$ cat config.mk
export PLATFORM = sky130hd
export DESIGN_NAME = cflr_ctrl
export DESIGN_NICKNAME = d
export VERILOG_FILES = /design/src/rtl/core/cflr_pkg.sv /design/src/rtl/core/cflr_ctrl.sv
export SDC_FILE = /design/constraint.sdc
export NUM_CORES = 1
export LEC_CHECK = 0
export BUFFER_PORTS_ARGS = -buffer_cell sky130_fd_sc_hd__buf_4
export CORE_MARGIN = 5
export CORE_UTILIZATION = 29
export DETAILED_ROUTE_END_ITERATION = 7
export PLACE_DENSITY = 0.51
export SYNTH_ARGS = -nofsm -noshare
export SYNTH_HDL_FRONTEND = slang
export SYNTH_SLANG_ARGS = --single-unit
$ cat constraint.sdc
create_clock -name aclk -period 3 [get_ports aclk]
set_input_delay 0 -clock aclk [delete_from_list [all_inputs] [get_ports aclk]]
set_output_delay 0 -clock aclk [all_outputs]
set_load 0.02 [all_outputs]
$ cat src/rtl/core/cflr_pkg.sv
// Shared types, widths and constants for the CFL time-step reduction unit.
`default_nettype none
package cflr_pkg;

    // Field widths
    localparam int VAL_W    = 31;   // unsigned Q15.16 quantities
    localparam int VEL_W    = 32;   // signed velocity components
    localparam int GAMMA_W  = 19;
    localparam int GP_W     = GAMMA_W + VAL_W;  // gamma * pressure
    localparam int RAD_W    = 64;   // square-root radicand
    localparam int ROOT_W   = RAD_W / 2;
    localparam int IN_W     = 160;  // 158 payload bits rounded up to bytes
    localparam int OUT_W    = 32;
    localparam int CFG_A_W  = 3;

    // Parameter defaults
    localparam int DEF_FRAC_BITS = 16;
    localparam int DEF_MAX_DIMS  = 3;

    // Register indexes
    localparam logic [CFG_A_W-1:0] REG_MAX_STEP = 3'd0;
    localparam logic [CFG_A_W-1:0] REG_GAMMA    = 3'd1;
    localparam logic [CFG_A_W-1:0] REG_INV_X    = 3'd2;
    localparam logic [CFG_A_W-1:0] REG_INV_Y    = 3'd3;
    localparam logic [CFG_A_W-1:0] REG_INV_Z    = 3'd4;
    localparam logic [CFG_A_W-1:0] REG_NUM_DIMS = 3'd5;

    // Register reset values
    localparam logic [VAL_W-1:0]   RST_MAX_STEP = 31'd65536;
    localparam logic [GAMMA_W-1:0] RST_GAMMA    = 19'd109227;
    localparam logic [VAL_W-1:0]   RST_INV      = 31'd65536;
    localparam logic [1:0]         RST_NUM_DIMS = 2'd3;

    // Datapath commands
    typedef enum logic [3:0] {
        OP_NONE,
        OP_LOAD,
        OP_GAMMA_MUL,
        OP_DIV_C,
        OP_SQRT,
        OP_TAKE_C,
        OP_DIM_MUL,
        OP_DIM_ACC,
        OP_DIV_L,
        OP_UPDATE,
        OP_EMIT
    } op_t;

    // Datapath status toward the controller
    typedef struct packed {
        logic div_done;
        logic sqrt_done;
        logic den_zero;
        logic sum_zero;
        logic dim_last;
        logic last_cell;
        logic out_free;
    } sts_t;

endpackage
`default_nettype wire

$ cat src/rtl/core/cflr_ctrl.sv
// Controller: sequences one cell through the datapath.
`default_nettype none
module cflr_ctrl
    import cflr_pkg::*;
(
    input  wire logic aclk,
    input  wire logic aresetn,
    input  wire logic s_tvalid,
    output logic      s_tready,
    input  wire sts_t sts,
    output op_t       op
);
    typedef enum logic [3:0] {
        S_IDLE, S_MUL, S_DIVC, S_WDIVC, S_SQRT, S_WSQRT, S_TAKEC,
        S_DMUL, S_DACC, S_LIM, S_WDIVL, S_UPD, S_EMIT
    } state_t;

    state_t state_reg, state_next;

    always_comb begin
        state_next = state_reg;
        op         = OP_NONE;
        case (state_reg)
            S_IDLE: begin
                if (s_tvalid) begin
                    op         = OP_LOAD;
                    state_next = S_MUL;
                end
            end
            S_MUL: begin
                op         = OP_GAMMA_MUL;
                // zero density skips the division and root
                state_next = sts.den_zero ? S_DMUL : S_DIVC;
            end
            S_DIVC: begin
                op         = OP_DIV_C;
                state_next = S_WDIVC;
            end
            S_WDIVC: if (sts.div_done) state_next = S_SQRT;
            S_SQRT: begin
                op         = OP_SQRT;
                state_next = S_WSQRT;
            end
            S_WSQRT: if (sts.sqrt_done) state_next = S_TAKEC;
            S_TAKEC: begin
                op         = OP_TAKE_C;
                state_next = S_DMUL;
            end
            S_DMUL: begin
                op         = OP_DIM_MUL;
                state_next = S_DACC;
            end
            S_DACC: begin
                op         = OP_DIM_ACC;
                state_next = sts.dim_last ? S_LIM : S_DMUL;
            end
            S_LIM: begin
                if (sts.sum_zero) begin
                    state_next = S_UPD;
                end else begin
                    op         = OP_DIV_L;
                    state_next = S_WDIVL;
                end
            end
            S_WDIVL: if (sts.div_done) state_next = S_UPD;
            S_UPD: begin
                op         = OP_UPDATE;
                state_next = sts.last_cell ? S_EMIT : S_IDLE;
            end
            S_EMIT: begin
                if (sts.out_free) begin
                    op         = OP_EMIT;
                    state_next = S_IDLE;
                end
            end
            default: state_next = S_IDLE;
        endcase
    end

    always_ff @(posedge aclk) begin
        if (!aresetn) begin
            state_reg <= S_IDLE;
        end else begin
            state_reg <= state_next;
        end
    end

    assign s_tready = state_reg == S_IDLE;

endmodule
`default_nettype wire

==> out/qor.csv, run 1 <==
metric;value;unit
CTS HTree Levels;1;
Synth-to-Final Area Change;23.2;%
# DRC;0;
Rel. slew slack;53.2;%
Fin Setup TNS;0;ps
Ant. Diodes;0;
post-detailed-route via-to-cell ratio;5.31;
Die Height;52.0;microns
Largest register FFs;4;
sequential cell area fraction in the yosys report;15.6;%
GR Overflow Total;0;
Final Hold Viols;0;
Final Setup Violations;0;
input/output buffers;14;
Fmax achieved;550;MHz
RD Place Congestion;0.800;
number of global-route vias before repair;512;
via count;568;
R2R depth;4;
final instance area;631;sq um
Final ANT Viol Nets;0;
TritonCTS clock tree;built;
Max Cap Viol;0;
ratio of cells with drive above 1 in the final layout;25.6;%
Final HPWL DP;958;microns
clk buf depth;2;
worst hold path class;input pin to flip-flop;
P_leak;0.000248;uW
Pwr Density;1100;mW/mm^2
worst vdd ir;376;uV
All-Layer GR Usage;11.4;%
hold depth;3;
DR WL/cell;12.7;microns
wirelength, routed;1360;microns
Critical Path AT;1930;ps
Core Rows;15;
Max Slew Vio Count;0;
top cell type's share of synthesized area;15.6;%
io pins;15;
YS warnings;0;
hold path start;aresetn;
synthesized cell area;512;sq um
initial DRC count;11;
Post-Synthesis Net Count;82;
number of unique standard cell types used by synthesis;34;
Mapped Cells;72;
core region area;0.00171;sq mm
slowest CP cell;dfxtp_1;
RSZ-0062 raised after global routing;false;
Initial Util;30.0;%
minimum clock period;1820;ps
Worst Path Required;3110;ps
run status;finished clean;
Placed Area;608;sq um
kind of critical path;flip-flop to flip-flop;
skew final;0.0486;ps
largest net degree at the start of global routing;23;
r2r setup slk;1180;ps
clock root cell;clkbuf_4;
period utilization;60.6;%
synthesis-stage register bit count;4;
CP Capture Type;flip-flop;
Worst-path clk slew;40;ps
cell taking the most area after synthesis;dfxtp_1;
global-route wire length before repair;2320;microns
Num Clock Sinks;4;
crit-path max FO;22;
Worst Hold Path EP;state_reg[2]$_SDFFE_PN0P_;
die area;0.00270;sq mm
Post CTS Setup Buffer Count;0;
top cells by area, synth;dfxtp_1, a21oi_1, o21ai_0, nor3b_1, buf_2;
worst skew pair latency;230;ps
initial antenna violation count;0;
r2r startpoint;state_reg[0]$_SDFFE_PN0P_;
delay of the slowest critical-path stage;760;ps
First-pass DRT Iterations;4;
reg2reg end;state_reg[0]$_SDFFE_PN0P_;
type of origin of the critical path;flip-flop;
hold_buf cts;0;
Worst-Margin Slew;700;ps
syn_area_per_cell;7.11;sq um
die width;52.0;microns
critical path, cell by cell;xor2_1, o2bb2ai_2, a2111oi_1, nor3_2;
Layout Nets;94;
TritonCTS buffer count;3;
Post-CTS Resized;0;
-- worst max path at each step --
stage,start,end,slack (ps)
final,state_reg[0]$_SDFFE_PN0P_,state_reg[0]$_SDFFE_PN0P_,1180
after detailed placement,state_reg[0]$_SDFFE_PN0P_,state_reg[0]$_SDFFE_PN0P_,1210
after global placement,state_reg[3]$_SDFFE_PN0P_,state_reg[0]$_SDFFE_PN0P_,1230
after floorplan,state_reg[3]$_SDFFE_PN0P_,op[0],1510
after global routing,state_reg[0]$_SDFFE_PN0P_,state_reg[0]$_SDFFE_PN0P_,1030
after CTS,state_reg[0]$_SDFFE_PN0P_,state_reg[0]$_SDFFE_PN0P_,1200
-- cell families after synthesis --
| family | synth area share [%] |
|---|---|
| AOI/OAI and AO/OA | 35.9 |
| xor gates and xnor gates | 3.42 |
| buffers and inverters | 10.8 |
| DFF | 15.6 |
| muxes | 1.96 |
| and+or+nand+nor | 32.3 |
-- metrics by stage --
stage,setup WS [ps],hold slack [ps],total power (uW),instances,utilization (%)
floorplan,1510,184,515,72,-
global placement,1230,316,629,104,35.6
detailed placement,1210,306,625,104,35.6
CTS,1200,70.8,696,107,36.9
global route,1030,97.8,749,107,36.9
finish,1180,73.7,695,107,36.9
-- critical path: cells and delay by family, from the launching register on --
kind	cells	cell delay (ps)
AOI/OAI and AO/OA	2	630
xor gates and xnor gates	1	220
DFF	1	760
and+or+nand+nor	1	80
-- placed cells by master (no fill, tap or decap), types with 3 or more instances in the layout --
| master | instances |
|---|---|
| buf_4 | 14 |
| a21oi_1 | 8 |
| o21ai_0 | 6 |
| nor2_1 | 5 |
| inv_1 | 4 |
| nor3b_1 | 4 |
| nor3_1 | 4 |
| dfxtp_1 | 4 |
| nand2b_1 | 3 |
| clkbuf_4 | 3 |
-- layout make-up --
| cell class | instances | area (sq um) |
|---|---|---|
| clock buffers | 3 | 22.5 |
| fillers | 193 | 1080 |
| inverters | 4 | 15.0 |
| multi-input cells | 57 | 377 |
| flip-flops and latches | 4 | 80.1 |
| well taps | 25 | 31.3 |
| repair buffers | 14 | 105 |
-- cell usage after synthesis --
| cell type | n |
|---|---|
| o32ai_1 | 1 |
| nor3_2 | 1 |
| o21a_1 | 1 |
| clkbuf_1 | 1 |
| a21oi_1 | 8 |
| nor2_1 | 5 |
| nand4_1 | 1 |
| a31o_2 | 1 |
| and3_1 | 2 |
| a22oi_1 | 1 |
| o41ai_1 | 1 |
| nand2_1 | 2 |
| buf_2 | 5 |
| xnor2_1 | 1 |
| mux2i_1 | 1 |
| and3b_1 | 2 |
| dfxtp_1 | 4 |
| buf_6 | 1 |
| nand2b_1 | 3 |
| o2bb2ai_2 | 1 |
| nor2b_1 | 1 |
| xor2_1 | 1 |
| a211oi_1 | 1 |
| o21bai_1 | 1 |
| o21ai_0 | 6 |
| a31oi_1 | 1 |
| nor4_1 | 1 |
| o311ai_0 | 1 |
| or4_4 | 1 |
| a2bb2oi_1 | 2 |
| a2111oi_1 | 1 |
| nor3b_1 | 4 |
| nor3_1 | 4 |
| inv_1 | 4 |
-- metal layers --
| layer | routed length [microns] | vias up | track usage, % |
|---|---|---|---|
| li1 | - | 289 | - |
| met1 | 679 | 260 | 15.6 |
| met2 | 631 | 17 | 16.5 |
| met3 | 40 | 2 | 1.72 |
| met4 | 11 | 0 | 6.55 |
| met5 | 0 | - | 0 |
-- power breakdown --
part           internal (uW)  switching, uW  total, uW
logic                    217            218        435
clock network           44.8           22.3       67.1
registers               76.4            116        193
total                    338            357        695
Note: power is estimated with default switching activity, not from simulation.
==> run 2: changes to the inputs <==
- PLACE_DENSITY: 0.51 -> 0.53
- clock period: 3 -> 1.6 ns (I/O delays scaled with it)
==> run 2 against run 1 <==
Final area is 14% higher. Sequential power up 17%. Critical path type unchanged. First-iteration DRC count down 9.1%. Clock-buffer cell count stayed put. Global-route usage is 0.13 points lower. Wire length grew 4.8%. Worst hold slack improved by 11 ps. Fmax grew 23%.
==> out/qor.csv, run 2 (synthesized netlist as in run 1, its figures left out) <==
metric;value;unit
core region area;0.00171;sq mm
skew final;7.24;ps
initial antenna violation count;0;
Placed Cells;111;
Fin Setup TNS;0;ps
CP Capture Type;flip-flop;
Final HPWL DP;1090;microns
worst slack, placed;68.7;ps
RD Place Congestion;0.774;
r2r startpoint;state_reg[3]$_SDFFE_PN0P_;
# DRC;0;
Max Slew Vio Count;0;
TritonCTS clock tree;built;
minimum clock period;1480;ps
r2r setup slk;120;ps
global-route wire length before repair;2330;microns
Initial Util;30.0;%
Final ANT Viol Nets;0;
Placed Area;686;sq um
Final Hold Viols;0;
Final Setup Violations;0;
Worst Path Required;1700;ps
Core Rows;15;
Worst-path clk slew;40;ps
kind of critical path;flip-flop to flip-flop;
Rel. slew slack;76.7;%
GR Overflow Total;0;
All-Layer GR Usage;11.2;%
First-pass DRT Iterations;4;
commonest non-fill, non-tap cell in the layout;buf_4;
Die Height;52.0;microns
worst vdd ir;927;uV
crit-path max FO;5;
clk buf depth;2;
worst skew pair latency;230;ps
Max Cap Viol;0;
Largest register FFs;4;
number of global-route vias before repair;545;
crit path capture;state_reg[2]$_SDFFE_PN0P_;
Synth-to-Final Area Change;40.1;%
Ant. Diodes;0;
Hold Slack;84.6;ps
hold path start;aresetn;
Layout Nets;101;
input/output buffers;14;
post-detailed-route via-to-cell ratio;5.08;
RSZ-0062 raised after global routing;false;
R2R depth;4;
Critical path origin;state_reg[3]$_SDFFE_PN0P_;
reg2reg end;state_reg[2]$_SDFFE_PN0P_;
Worst-Margin Slew;346;ps
ratio of cells with drive above 1 in the final layout;34.8;%
Pwr Density;2060;mW/mm^2
wirelength, routed;1430;microns
Fmax achieved;674;MHz
fin worst setup slack;117;ps
worst hold path class;input pin to flip-flop;
CTS HTree Levels;1;
P_leak;0.000292;uW
clock root cell;clkbuf_4;
period utilization;92.7;%
die area;0.00270;sq mm
Critical Path AT;1580;ps
TritonCTS buffer count;3;
io pins;15;
DR WL/cell;12.5;microns
final instance area;717;sq um
hold_buf cts;0;
largest net degree at the start of global routing;18;
Num Clock Sinks;4;
via count;579;
initial DRC count;10;
run status;finished clean;
most frequent cells in the layout;buf_4, a21oi_1, o21ai_0;
die width;52.0;microns
post-route insts no fill;114;
type of origin of the critical path;flip-flop;
run 2: worst max-delay path, stage by stage (launching register included):
cell,delay (ps)
dfxtp_1,380
or4_4,550
a2bb2oi_1,170
o311ai_0,120
a21oi_1,120
run 2: through the flow:
step	util (%)	total power (uW)
after global placement	40.1	1330
after detailed placement	40.1	1330
after floorplan	-	965
final	42.0	1480
after CTS	41.5	1460
after global routing	42.0	1600
run 2: area by class of cell:
| type | count | area (sq um) |
|---|---|---|
| fill | 175 | 991 |
| multi-input combinational | 57 | 384 |
| timing repair buffer | 21 | 183 |
| sequential | 4 | 81.3 |
| tap | 25 | 31.3 |
| clock buffer | 3 | 22.5 |
| inverter | 4 | 15.0 |
run 2: timing repair:
item	CTS	global route
endpoints found under the setup margin	0	2
gates resized for setup	0	3
buffers inserted	0	0
run 2: worst min path at each step:
| stage | cells after the start | slack, ps | endpoint |
|---|---|---|---|
| after floorplan | 2 | 180 | state_reg[1]$_SDFFE_PN0P_ |
| after global placement | 3 | 310 | state_reg[2]$_SDFFE_PN0P_ |
| after detailed placement | 3 | 320 | state_reg[1]$_SDFFE_PN0P_ |
| after CTS | 3 | 90 | state_reg[2]$_SDFFE_PN0P_ |
| after global routing | 3 | 120 | state_reg[0]$_SDFFE_PN0P_ |
| final | 3 | 80 | state_reg[2]$_SDFFE_PN0P_ |
run 2: layer usage:
metal / vias up / GRT usage, % / wire (microns)
met4: 0 / 5.24 / 0
met5: - / 0 / 0
met2: 14 / 17.8 / 720
li1: 305 / - / -
met3: 0 / 1.15 / 44
met1: 260 / 15.1 / 664
run 2: where the power goes:
part / total (uW) / internal [uW] / switching [uW]
Combinational: 1130 / 543 / 589
Clock: 122 / 83.6 / 38.0
Sequential: 225 / 147 / 78.2
Total: 1480 / 774 / 705
